**src/sv/ltci_pkg.sv**
```systemverilog
// Shared types and constants for the load transfer contactor interlock.
package ltci_pkg;

  localparam int unsigned DelayW     = 10;
  localparam int unsigned DelayReset = 5;
  localparam int unsigned ApbAddrW   = 3;
  localparam int unsigned ApbDataW   = 32;

  // Register index of the transfer delay (byte address 4*index)
  localparam logic [ApbAddrW-3:0] RegTransferDelay = '0;

  // Saturation point of the seconds counter
  localparam logic [DelayW-1:0] CountMax = '1;

  // Interlock state carried from one transfer to the next
  typedef struct packed {
    logic              pending_mains_request;
    logic              pending_gen_request;
    logic              busy_flag;
    logic              heading_to_mains;
    logic              heading_to_gen;
    logic              gen_closed;
    logic              mains_closed;
    logic [DelayW-1:0] delay_seconds;
  } state_t;

  // Fields of one input transfer
  typedef struct packed {
    logic switch_to_mains_req;
    logic switch_to_gen_req;
    logic open_gen_req;
    logic open_mains_req;
    logic mains_switch_in;
    logic gen_switch_in;
    logic mains_healthy;
    logic manual_ctrl;
    logic warmup_done;
    logic second_tick;
  } item_t;

endpackage

```
**src/sv/load_transfer_contactor_interlock.sv**
```systemverilog
// An accepted input transfer's result is registered into the output register.
// Throughput: one transfer per cycle; the state update is a single pass of flag logic
// and 10-bit counter compares; input stalls only while a full result waits on out_ready.
// Reset (rst, synchronous, active high): contactors open, no requests, not busy,
// counter zero, transfer delay 5 s, output register empty.
module load_transfer_contactor_interlock (
  input  logic                           clk,
  input  logic                           rst,
  // APB configuration
  input  logic                           psel,
  input  logic                           penable,
  input  logic                           pwrite,
  input  logic [ltci_pkg::ApbAddrW-1:0]  paddr,
  input  logic [ltci_pkg::ApbDataW-1:0]  pwdata,
  output logic [ltci_pkg::ApbDataW-1:0]  prdata,
  output logic                           pready,
  // Input channel
  input  logic                           in_valid,
  output logic                           in_ready,
  input  logic                           switch_to_mains_req,
  input  logic                           switch_to_gen_req,
  input  logic                           open_gen_req,
  input  logic                           open_mains_req,
  input  logic                           mains_switch_in,
  input  logic                           gen_switch_in,
  input  logic                           mains_healthy,
  input  logic                           manual_ctrl,
  input  logic                           warmup_done,
  input  logic                           second_tick,
  // Output channel
  output logic                           out_valid,
  input  logic                           out_ready,
  output logic                           close_gen_out,
  output logic                           open_gen_out,
  output logic                           close_mains_out,
  output logic                           open_mains_out,
  output logic                           transfer_busy
);

  logic [ltci_pkg::DelayW-1:0] transfer_delay_s;
  ltci_pkg::state_t            state;
  ltci_pkg::state_t            state_next;
  ltci_pkg::item_t             item;
  logic                        in_xfer;

  ltci_cfg u_cfg (
    .clk              (clk),
    .rst              (rst),
    .psel             (psel),
    .penable          (penable),
    .pwrite           (pwrite),
    .paddr            (paddr),
    .pwdata           (pwdata),
    .prdata           (prdata),
    .pready           (pready),
    .transfer_delay_s (transfer_delay_s)
  );

  assign item = '{
    switch_to_mains_req: switch_to_mains_req,
    switch_to_gen_req:   switch_to_gen_req,
    open_gen_req:        open_gen_req,
    open_mains_req:      open_mains_req,
    mains_switch_in:     mains_switch_in,
    gen_switch_in:       gen_switch_in,
    mains_healthy:       mains_healthy,
    manual_ctrl:         manual_ctrl,
    warmup_done:         warmup_done,
    second_tick:         second_tick
  };

  ltci_step u_step (
    .cur              (state),
    .item             (item),
    .transfer_delay_s (transfer_delay_s),
    .nxt              (state_next)
  );

  // Accept whenever the result register is empty or being drained
  assign in_ready = !out_valid || out_ready;
  assign in_xfer  = in_valid && in_ready;

  // Interlock state
  always_ff @(posedge clk) begin
    if (rst) begin
      state <= '0;
    end else if (in_xfer) begin
      state <= state_next;
    end
  end

  // Result register
  always_ff @(posedge clk) begin
    if (rst) begin
      out_valid <= 1'b0;
    end else if (in_xfer) begin
      out_valid <= 1'b1;
    end else if (out_ready) begin
      out_valid <= 1'b0;
    end
  end

  always_ff @(posedge clk) begin
    if (in_xfer) begin
      close_gen_out   <= state_next.gen_closed;
      open_gen_out    <= !state_next.gen_closed;
      close_mains_out <= state_next.mains_closed;
      open_mains_out  <= !state_next.mains_closed;
      transfer_busy   <= state_next.busy_flag;
    end
  end

`ifndef SYNTHESIS
  // Busy exactly when one heading flag is set
  a_busy_heading: assert property (@(posedge clk) disable iff (rst)
    (state.busy_flag == (state.heading_to_mains || state.heading_to_gen)) &&
    $onehot0({state.heading_to_mains, state.heading_to_gen}))
    else $error("busy flag and heading flags disagree");

  // Break before make: never both contactors closed
  a_no_overlap: assert property (@(posedge clk) disable iff (rst)
    !(state.gen_closed && state.mains_closed))
    else $error("both contactors closed");

  // Every accepted transfer leaves a result waiting
  a_result_follows: assert property (@(posedge clk) disable iff (rst)
    in_xfer |=> out_valid)
    else $error("accepted transfer produced no result");

  // Result drives reflect the state they were taken from
  a_result_matches: assert property (@(posedge clk) disable iff (rst)
    in_xfer |=> (close_gen_out == state.gen_closed) &&
                (close_mains_out == state.mains_closed) &&
                (transfer_busy == state.busy_flag))
    else $error("result register does not match interlock state");
`endif

endmodule

```
**src/sv/ltci_cfg.sv**
```systemverilog
// APB register file holding the transfer delay.
module ltci_cfg (
  input  logic                           clk,
  input  logic                           rst,
  input  logic                           psel,
  input  logic                           penable,
  input  logic                           pwrite,
  input  logic [ltci_pkg::ApbAddrW-1:0]  paddr,
  input  logic [ltci_pkg::ApbDataW-1:0]  pwdata,
  output logic [ltci_pkg::ApbDataW-1:0]  prdata,
  output logic                           pready,
  output logic [ltci_pkg::DelayW-1:0]    transfer_delay_s
);

  logic wr_en;
  logic hit;

  // Word index decode; byte offset bits are ignored
  assign hit    = (paddr[ltci_pkg::ApbAddrW-1:2] == ltci_pkg::RegTransferDelay);
  assign wr_en  = psel && penable && pwrite && pready && hit;
  assign pready = 1'b1;

  // Delay register
  always_ff @(posedge clk) begin
    if (rst) begin
      transfer_delay_s <= ltci_pkg::DelayW'(ltci_pkg::DelayReset);
    end else if (wr_en) begin
      transfer_delay_s <= pwdata[ltci_pkg::DelayW-1:0];
    end
  end

  // Read mux
  always_comb begin
    prdata = '0;
    if (hit) begin
      prdata = {{(ltci_pkg::ApbDataW-ltci_pkg::DelayW){1'b0}}, transfer_delay_s};
    end
  end

endmodule

```
**src/sv/ltci_step.sv**
```systemverilog
// Next-state logic of the interlock for one input transfer.
module ltci_step (
  input  ltci_pkg::state_t              cur,
  input  ltci_pkg::item_t               item,
  input  logic [ltci_pkg::DelayW-1:0]   transfer_delay_s,
  output ltci_pkg::state_t              nxt
);

  always_comb begin
    nxt = cur;

    // Latch request pulses
    if (item.switch_to_mains_req) nxt.pending_mains_request = 1'b1;
    if (item.switch_to_gen_req)   nxt.pending_gen_request   = 1'b1;

    // Seconds counter, saturating
    if (nxt.busy_flag && item.second_tick && (nxt.delay_seconds != ltci_pkg::CountMax)) begin
      nxt.delay_seconds = nxt.delay_seconds + ltci_pkg::DelayW'(1);
    end

    // Serve mains first
    if (!nxt.busy_flag && (nxt.pending_mains_request ||
        (item.mains_switch_in && item.mains_healthy && item.manual_ctrl))) begin
      nxt.busy_flag             = 1'b1;
      nxt.delay_seconds         = '0;
      nxt.pending_mains_request = 1'b0;
      nxt.heading_to_mains      = 1'b1;
      nxt.gen_closed            = 1'b0;
    end

    // Then generator, only if still idle
    if (!nxt.busy_flag && (nxt.pending_gen_request ||
        (item.gen_switch_in && item.warmup_done && item.manual_ctrl))) begin
      nxt.busy_flag           = 1'b1;
      nxt.delay_seconds       = '0;
      nxt.pending_gen_request = 1'b0;
      nxt.heading_to_gen      = 1'b1;
      nxt.mains_closed        = 1'b0;
    end

    // Delay expired: close the target contactor
    if (nxt.busy_flag && (nxt.delay_seconds >= transfer_delay_s)) begin
      nxt.busy_flag = 1'b0;
      if (nxt.heading_to_mains) begin
        nxt.heading_to_mains = 1'b0;
        nxt.mains_closed     = 1'b1;
      end else if (nxt.heading_to_gen) begin
        nxt.heading_to_gen = 1'b0;
        nxt.gen_closed     = 1'b1;
      end
    end

    // Open requests cancel a transfer toward that contactor and open it
    if (item.open_gen_req) begin
      if (nxt.heading_to_gen) begin
        nxt.busy_flag      = 1'b0;
        nxt.heading_to_gen = 1'b0;
      end
      nxt.gen_closed = 1'b0;
    end
    if (item.open_mains_req) begin
      if (nxt.heading_to_mains) begin
        nxt.busy_flag        = 1'b0;
        nxt.heading_to_mains = 1'b0;
      end
      nxt.mains_closed = 1'b0;
    end
  end

endmodule
```
**config.mk**
```make
export PLATFORM = sky130hd
export DESIGN_NAME = load_transfer_contactor_interlock
export DESIGN_NICKNAME = d
export VERILOG_FILES = /design/src/sv/ltci_pkg.sv /design/src/sv/load_transfer_contactor_interlock.sv /design/src/sv/ltci_cfg.sv /design/src/sv/ltci_step.sv
export SDC_FILE = /design/constraint.sdc
export NUM_CORES = 1
export LEC_CHECK = 0
export BUFFER_PORTS_ARGS = -buffer_cell sky130_fd_sc_hd__clkbuf_2
export CAP_MARGIN = 20
export CORE_MARGIN = 1.5
export CORE_UTILIZATION = 54
export CTS_CLUSTER_DIAMETER = 200
export DETAILED_ROUTE_END_ITERATION = 6
export HOLD_SLACK_MARGIN = 0.06
export PLACE_DENSITY = 0.93
export SYNTH_ARGS = -nofsm -noshare
export SYNTH_HDL_FRONTEND = slang
export SYNTH_HIERARCHICAL = 1
export SYNTH_SLANG_ARGS = --single-unit
```
**constraint.sdc**
```tcl
create_clock -name clk -period 6.47 [get_ports clk]
set_clock_uncertainty 0.15 [all_clocks]
set_input_delay 0.3235 -clock clk [delete_from_list [all_inputs] [get_ports clk]]
set_output_delay 0.3235 -clock clk [all_outputs]
set_load 0.1 [all_outputs]
```
==> results.sh, run 1 <==
export IMPL_synth_cell_type_count=48
export IMPL_synthesis_area_sq_um=2447
export IMPL_powerDensity_nw_per_um2=197.3
export IMPL_postCtsSetupBuffers=0
export IMPL_clk_latency_ns=0.29
export IMPL_start_util=0.5621
export IMPL_post_drt_wl_per_cell_um=13.28
export IMPL_row_count=24
export IMPL_layout_nets=376
export IMPL_critPathLaunchType="flip-flop"
export IMPL_num_vias=2019
export IMPL_grt_pass1_wl_um=7976
export IMPL_clk_pin_slew_ns=0.07
export IMPL_synthCells=280
export IMPL_outcome="complete, no violations"
export IMPL_antenna_found_initial=0
export IMPL_fin_tns_setup_ns=0
export IMPL_grt_usage=0.1981
export IMPL_yosys_top_cells_area="dfxtp_1 (23%), buf_4 (7.1%), edfxtp_1 (6.1%), ha_1 (5.6%), nand3_1 (4.9%)"
export IMPL_place_gp_congestion=0.8987
export IMPL_ant_nets=0
export IMPL_worst_pin_slew_ns=0.8762
export IMPL_hp_start="pwdata[5]"
export IMPL_drc=0
export IMPL_cts_buffers=5
export IMPL_synthArstFlopShare=0
export IMPL_netlist_area_leader_share=0.2290
export IMPL_startpoint="state[14]$_SDFFE_PP0P_"
export IMPL_ir_drop_v=0.00009329
export IMPL_min_path_type="input port to flip-flop"
export IMPL_ys_seq_area_frac=0.2904
export IMPL_drive_gt1_frac=0.2611
export IMPL_finalPower_w=0.0005190
export IMPL_root_buffer="clkbuf_8"
export IMPL_synth_seq_cells=33
export IMPL_end_kind="flip-flop"
export IMPL_fp_dieW_um=70.32
export IMPL_routed_wl_um=4860
export IMPL_most_common_layout_cells="clkbuf_2 (44), dfxtp_1 (28), nand3_1 (24), conb_1 (23), nor2_1 (22)"
export IMPL_dr_pass1_iters=4
export IMPL_area_growth_pct=7.464
export IMPL_min_period_ns=3.518
export IMPL_final_common_cell="clkbuf_2"
export IMPL_max_slew_margin_rel=0.4158
export IMPL_grt_pass1_vias=1830
export IMPL_grt_max_degree=39
export IMPL_core_region_area_sq_um=4354
export IMPL_dieArea_sq_um=4945
export IMPL_drv_cap=0
export IMPL_fmax_ghz=0.2843
export IMPL_synth_avg_cell_area_sq_um=8.741
export IMPL_synth_edff_count=5
export IMPL_numPortBuffers=44
export IMPL_diodes=0
export IMPL_cts_hold_buf=0
export IMPL_setup_viol=0
export IMPL_required_ns=6.53
export IMPL_power_leakage_nw=1.023
export IMPL_hpwl_um=3463
export IMPL_yosysTopAreaCell="dfxtp_1"
export IMPL_ys_flop_type="dfxtp_1"
export IMPL_critPathMaxFanout=12
export IMPL_viasPerCell=5.516
export IMPL_critical_path_class="flip-flop to flip-flop"
export IMPL_cp_data_arrival_time_ns=3.58
export IMPL_clk_path_buf_depth=2
export IMPL_slew_viol_final=0
export IMPL_io_pins=92
export IMPL_hold_viol_final=0
export IMPL_cts_resized=0
export IMPL_tritoncts="done"
export IMPL_cts_sinks=33
export IMPL_grt_overflow_total=0
export IMPL_die_h_um=70.32
export IMPL_htreeDepth=2
export IMPL_period_share=0.5437
export IMPL_rsz0062_at_grt="false"
export IMPL_initialDrtViolationCount=167
export IMPL_synth_yosys_warnings=6
export IMPL_timing_rr_start="state[14]$_SDFFE_PP0P_"
## cell type report
type                    instances  area [sq um]
fillers                       374          1724
multi-input cells             216          1494
inverters                      13         48.80
well taps                      52         65.06
clock buffers                   6         82.58
clock inverters                 2         8.758
flip-flops and latches         33         710.7
repair buffers                 44         220.2
## routing by layer
metal  global-route usage  routed length, um  vias to the layer above
met5                    0                  0                        -
met1               0.2444               2056                      950
met4              0.08547                116                        0
met2               0.3260               2428                       66
met3              0.04906                258                       12
li1                     -                  -                      991
## where the power goes
part           switching [W]  internal [W]
Combinational       0.000117     0.0000245
Clock              0.0000756     0.0000842
Sequential        0.00000505      0.000213
Total               0.000197      0.000322
## synth_stat cells (all sizes together) (5+ instances only)
| cell type | instances |
|---|---|
| ha | 11 |
| inv | 13 |
| buf | 35 |
| nor2 | 24 |
| xnor2 | 7 |
| a21oi | 23 |
| nand2 | 9 |
| nor2b | 10 |
| nand2b | 18 |
| nand3 | 24 |
| edfxtp | 5 |
| dfxtp | 28 |
| mux2i | 10 |
| a21bo | 17 |
## state kept, by name, indices dropped and copies added (netlist names)
name                    count
close_gen_out               1
open_gen_out                1
transfer_busy               1
close_mains_out             1
out_valid                   1
open_mains_out              1
u_cfg/transfer_delay_s     10
state                      17
## cells by family (layout without fill, tap and decap cells)
logic type,after synthesis,in the layout,synth area share
compound gates,57,57,0.1907
xor+xnor,9,9,0.03528
fa+ha+maj,11,11,0.05624
buf+inv,52,65,0.1314
flops,33,33,0.2904
mux,10,10,0.04090
other cells,2,23,0.003069
simple gates,106,106,0.2520
## worst max-delay path, stage by stage (launching register included)
cell       delay, ns
dfxtp_1         0.64
nand2_1         0.26
a211oi_2        0.37
xnor2_1         0.17
nor2_1          0.09
ha_1            0.38
a41oi_1         0.11
a2bb2oi_1       0.17
o21ai_0         0.60
a31o_2          0.30
nand3_1         0.07
a21oi_1         0.14
## final timing paths
kind                                                          endpoint  slack (ns)  cells past startpoint
worst max-delay path                            state[11]$_SDFFE_PP0P_        2.95                     11
worst min-delay path            u_cfg/transfer_delay_s[5]$_SDFFE_PP0P_        0.12                      3
worst min register to register  u_cfg/transfer_delay_s[3]$_SDFFE_PP0P_        0.33                      2
worst max register to register                  state[11]$_SDFFE_PP0P_        2.95                     11
## stage by stage
step	setup slack (ns)	util	std cells	cell area (sq um)	hold slack (ns)
after floorplan	3.501	-	301	2526	0.3071
after global placement	2.971	0.5830	358	2539	0.3190
after detailed placement	2.962	0.5830	358	2539	0.3260
after CTS	2.993	0.6040	366	2630	0.1222
after global routing	2.688	0.6040	366	2630	0.1215
final	2.952	0.6040	366	2630	0.1250
(Power assumes the default switching activity.)
==> run 2: changes to the inputs <==
CORE_UTILIZATION = 45   (was 54)
PLACE_DENSITY = 0.83   (was 0.93)
clock period = 3.1 ns   (was 6.47 ns; I/O delays follow)
==> run 2 against run 1 <==
- non-clock buffer count is 32 higher
- cell count is 14% higher
- first-iteration DRC count is 25% higher
- sequential power is 110% higher
- combinational power is 130% higher
- clock power is 120% higher
- utilization is 2.4 points lower
- via count is 10% higher
- sequential cell count stayed put
- critical path depth is 3 higher
- global-route usage is 0.90 points lower
- cell area is 14% higher
- largest cell class unchanged
- largest power group unchanged
==> results.sh, run 2 (synthesis gave the netlist of run 1 again) <==
export IMPL_outcome="complete, no violations"
export IMPL_combPwrFrac=0.291
export IMPL_area_growth_pct=22.60
export IMPL_fin_ws_ns=0.01206
export IMPL_ant_nets=0
export IMPL_initialDrtViolationCount=209
export IMPL_most_common_layout_cells="clkbuf_2 (44), dfxtp_1 (24), nand3_1 (23), conb_1 (23), nor2_1 (22)"
export IMPL_power_frac_clock=0.308
export IMPL_ir_drop_v=0.0002053
export IMPL_max_slew_margin_rel=0.4727
export IMPL_seqPwrFrac=0.401
export IMPL_grt_overflow_total=0
export IMPL_powerDensity_nw_per_um2=374.6
export IMPL_grt_pass1_vias=1997
export IMPL_min_path_type="input port to flip-flop"
export IMPL_period_share=0.9961
export IMPL_die_h_um=76.75
export IMPL_end_kind="flip-flop"
export IMPL_fp_dieW_um=76.75
export IMPL_antenna_found_initial=0
export IMPL_routed_wl_um=5987
export IMPL_clk_path_buf_depth=2
export IMPL_drive_gt1_frac=0.3295
export IMPL_fmax_ghz=0.3238
export IMPL_hold_viol_final=0
export IMPL_drc=0
export IMPL_numPortBuffers=44
export IMPL_viasPerCell=5.356
export IMPL_tritoncts="done"
export IMPL_dieArea_sq_um=5890
export IMPL_dr_pass1_iters=4
export IMPL_fin_hold_ws_ns=0.1616
export IMPL_switchingPower_w=0.0004297
export IMPL_post_route_cell_area_sq_um=3000
export IMPL_grt_usage=0.1891
export IMPL_power_leakage_nw=1.192
export IMPL_critical_path_class="flip-flop to flip-flop"
export IMPL_cts_buffers=5
export IMPL_slew_viol_final=0
export IMPL_holdPathStages=5
export IMPL_grt_pass1_wl_um=9114
export IMPL_final_common_cell="clkbuf_2"
export IMPL_clk_latency_ns=0.29
export IMPL_start_util=0.4731
export IMPL_min_period_ns=3.088
export IMPL_finish_utilization=0.5801
export IMPL_reg2reg_depth=14
export IMPL_place_gp_congestion=0.8030
export IMPL_power_internal_w=0.0006942
export IMPL_root_buffer="clkbuf_8"
export IMPL_top_regs="state x17, u_cfg/transfer_delay_s x10"
export IMPL_num_vias=2228
export IMPL_critPathMaxFanout=5
export IMPL_postPlaceCellArea_sq_um=2681
export IMPL_io_pins=92
export IMPL_hpwl_um=3574
export IMPL_swShare=0.3823
export IMPL_row_count=26
export IMPL_largest_reg_flops=17
export IMPL_cp_data_arrival_time_ns=3.16
export IMPL_grt_max_degree=39
export IMPL_worst_pin_slew_ns=0.7909
export IMPL_critPathLaunchType="flip-flop"
export IMPL_core_region_area_sq_um=5172
export IMPL_setup_viol=0
export IMPL_place_ws_ns=-0.1853
export IMPL_post_drt_wl_per_cell_um=14.39
export IMPL_drv_cap=0
export IMPL_layout_nets=408
export IMPL_diodes=0
export IMPL_clk_pin_slew_ns=0.07
export IMPL_regMostFlops="state"
export IMPL_cts_sinks=33
export IMPL_required_ns=3.17
export IMPL_htreeDepth=2
-- run 2: cell types whose count changed in the layout (fill, tap and decap cells not counted), sizes merged --
cell,delta
dlygate4sd3,+12
buf,+20
clkbuf,+2
clkinv,-2
-- run 2: path summary, 6_finish.rpt --
kind                                          start                                endpoint  slack, ns
max                           state[7]$_SDFFE_PP0P_                  state[12]$_SDFFE_PP0P_       0.01
min reg2reg  u_cfg/transfer_delay_s[4]$_SDFFE_PP0P_  u_cfg/transfer_delay_s[4]$_SDFFE_PP0P_       0.34
max reg2reg                   state[7]$_SDFFE_PP0P_                  state[12]$_SDFFE_PP0P_       0.01
min                               switch_to_gen_req                  state[15]$_SDFFE_PP0P_       0.16
-- run 2: through the flow --
| step | total power [W] | setup TNS [ns] | cells |
|---|---|---|---|
| after floorplan | 0.0007447 | 0 | 301 |
| after global placement | 0.0007594 | -0.5538 | 392 |
| after detailed placement | 0.0007648 | -1.249 | 392 |
| after CTS | 0.001117 | 0 | 414 |
| after global routing | 0.001162 | -0.1185 | 416 |
| final | 0.001124 | 0 | 416 |
-- run 2: layout make-up --
type / instances / area [sq um]
clock buffers: 8 / 90.09
inverters: 13 / 48.80
fillers: 412 / 2172
flip-flops and latches: 33 / 715.7
repair buffers: 76 / 490.5
well taps: 70 / 87.58
multi-input cells: 216 / 1568
-- run 2: critical path: stages (launching register included) --
cell and delay [ns]:
dfxtp_1 0.34, buf_4 0.15, and4_2 0.25, a211oi_2 0.29, nand2_1 0.13, xor2_1 0.15
nor2_1 0.17, ha_1 0.27, o21ai_0 0.22, nor2_1 0.08, nor2_1 0.16, o21ai_2 0.14
a311oi_2 0.25, nand3_1 0.13, a21oi_1 0.15
-- run 2: metal layers --
layer	track usage	routed length, um	share of wire	up-vias
li1	-	-	-	1052
met1	0.2325	2492	0.42	1067
met2	0.3265	3052	0.51	94
met3	0.02976	285	0.048	15
met4	0.07778	157	0.026	0
met5	0	0	0	-
-- run 2: timing repair --
action                                  4_1_cts  5_1_grt
endpoints found under the setup margin       10        9
pin swaps                                     1       11
buffers inserted                              2        2
resized for setup                             3       15
hold buffers                                 12        0
endpoints found under the hold margin        12        0
-- run 2: power by group through the flow --
| stage | sequential [W] | clock [W] | combinational, W |
|---|---|---|---|
| floorplan | 0.000484 | 0 | 0.000261 |
| global placement | 0.000460 | 0 | 0.000300 |
| detailed placement | 0.000460 | 0 | 0.000305 |
| CTS | 0.000450 | 0.000348 | 0.000319 |
| global route | 0.000452 | 0.000369 | 0.000341 |
| finish | 0.000451 | 0.000346 | 0.000327 |
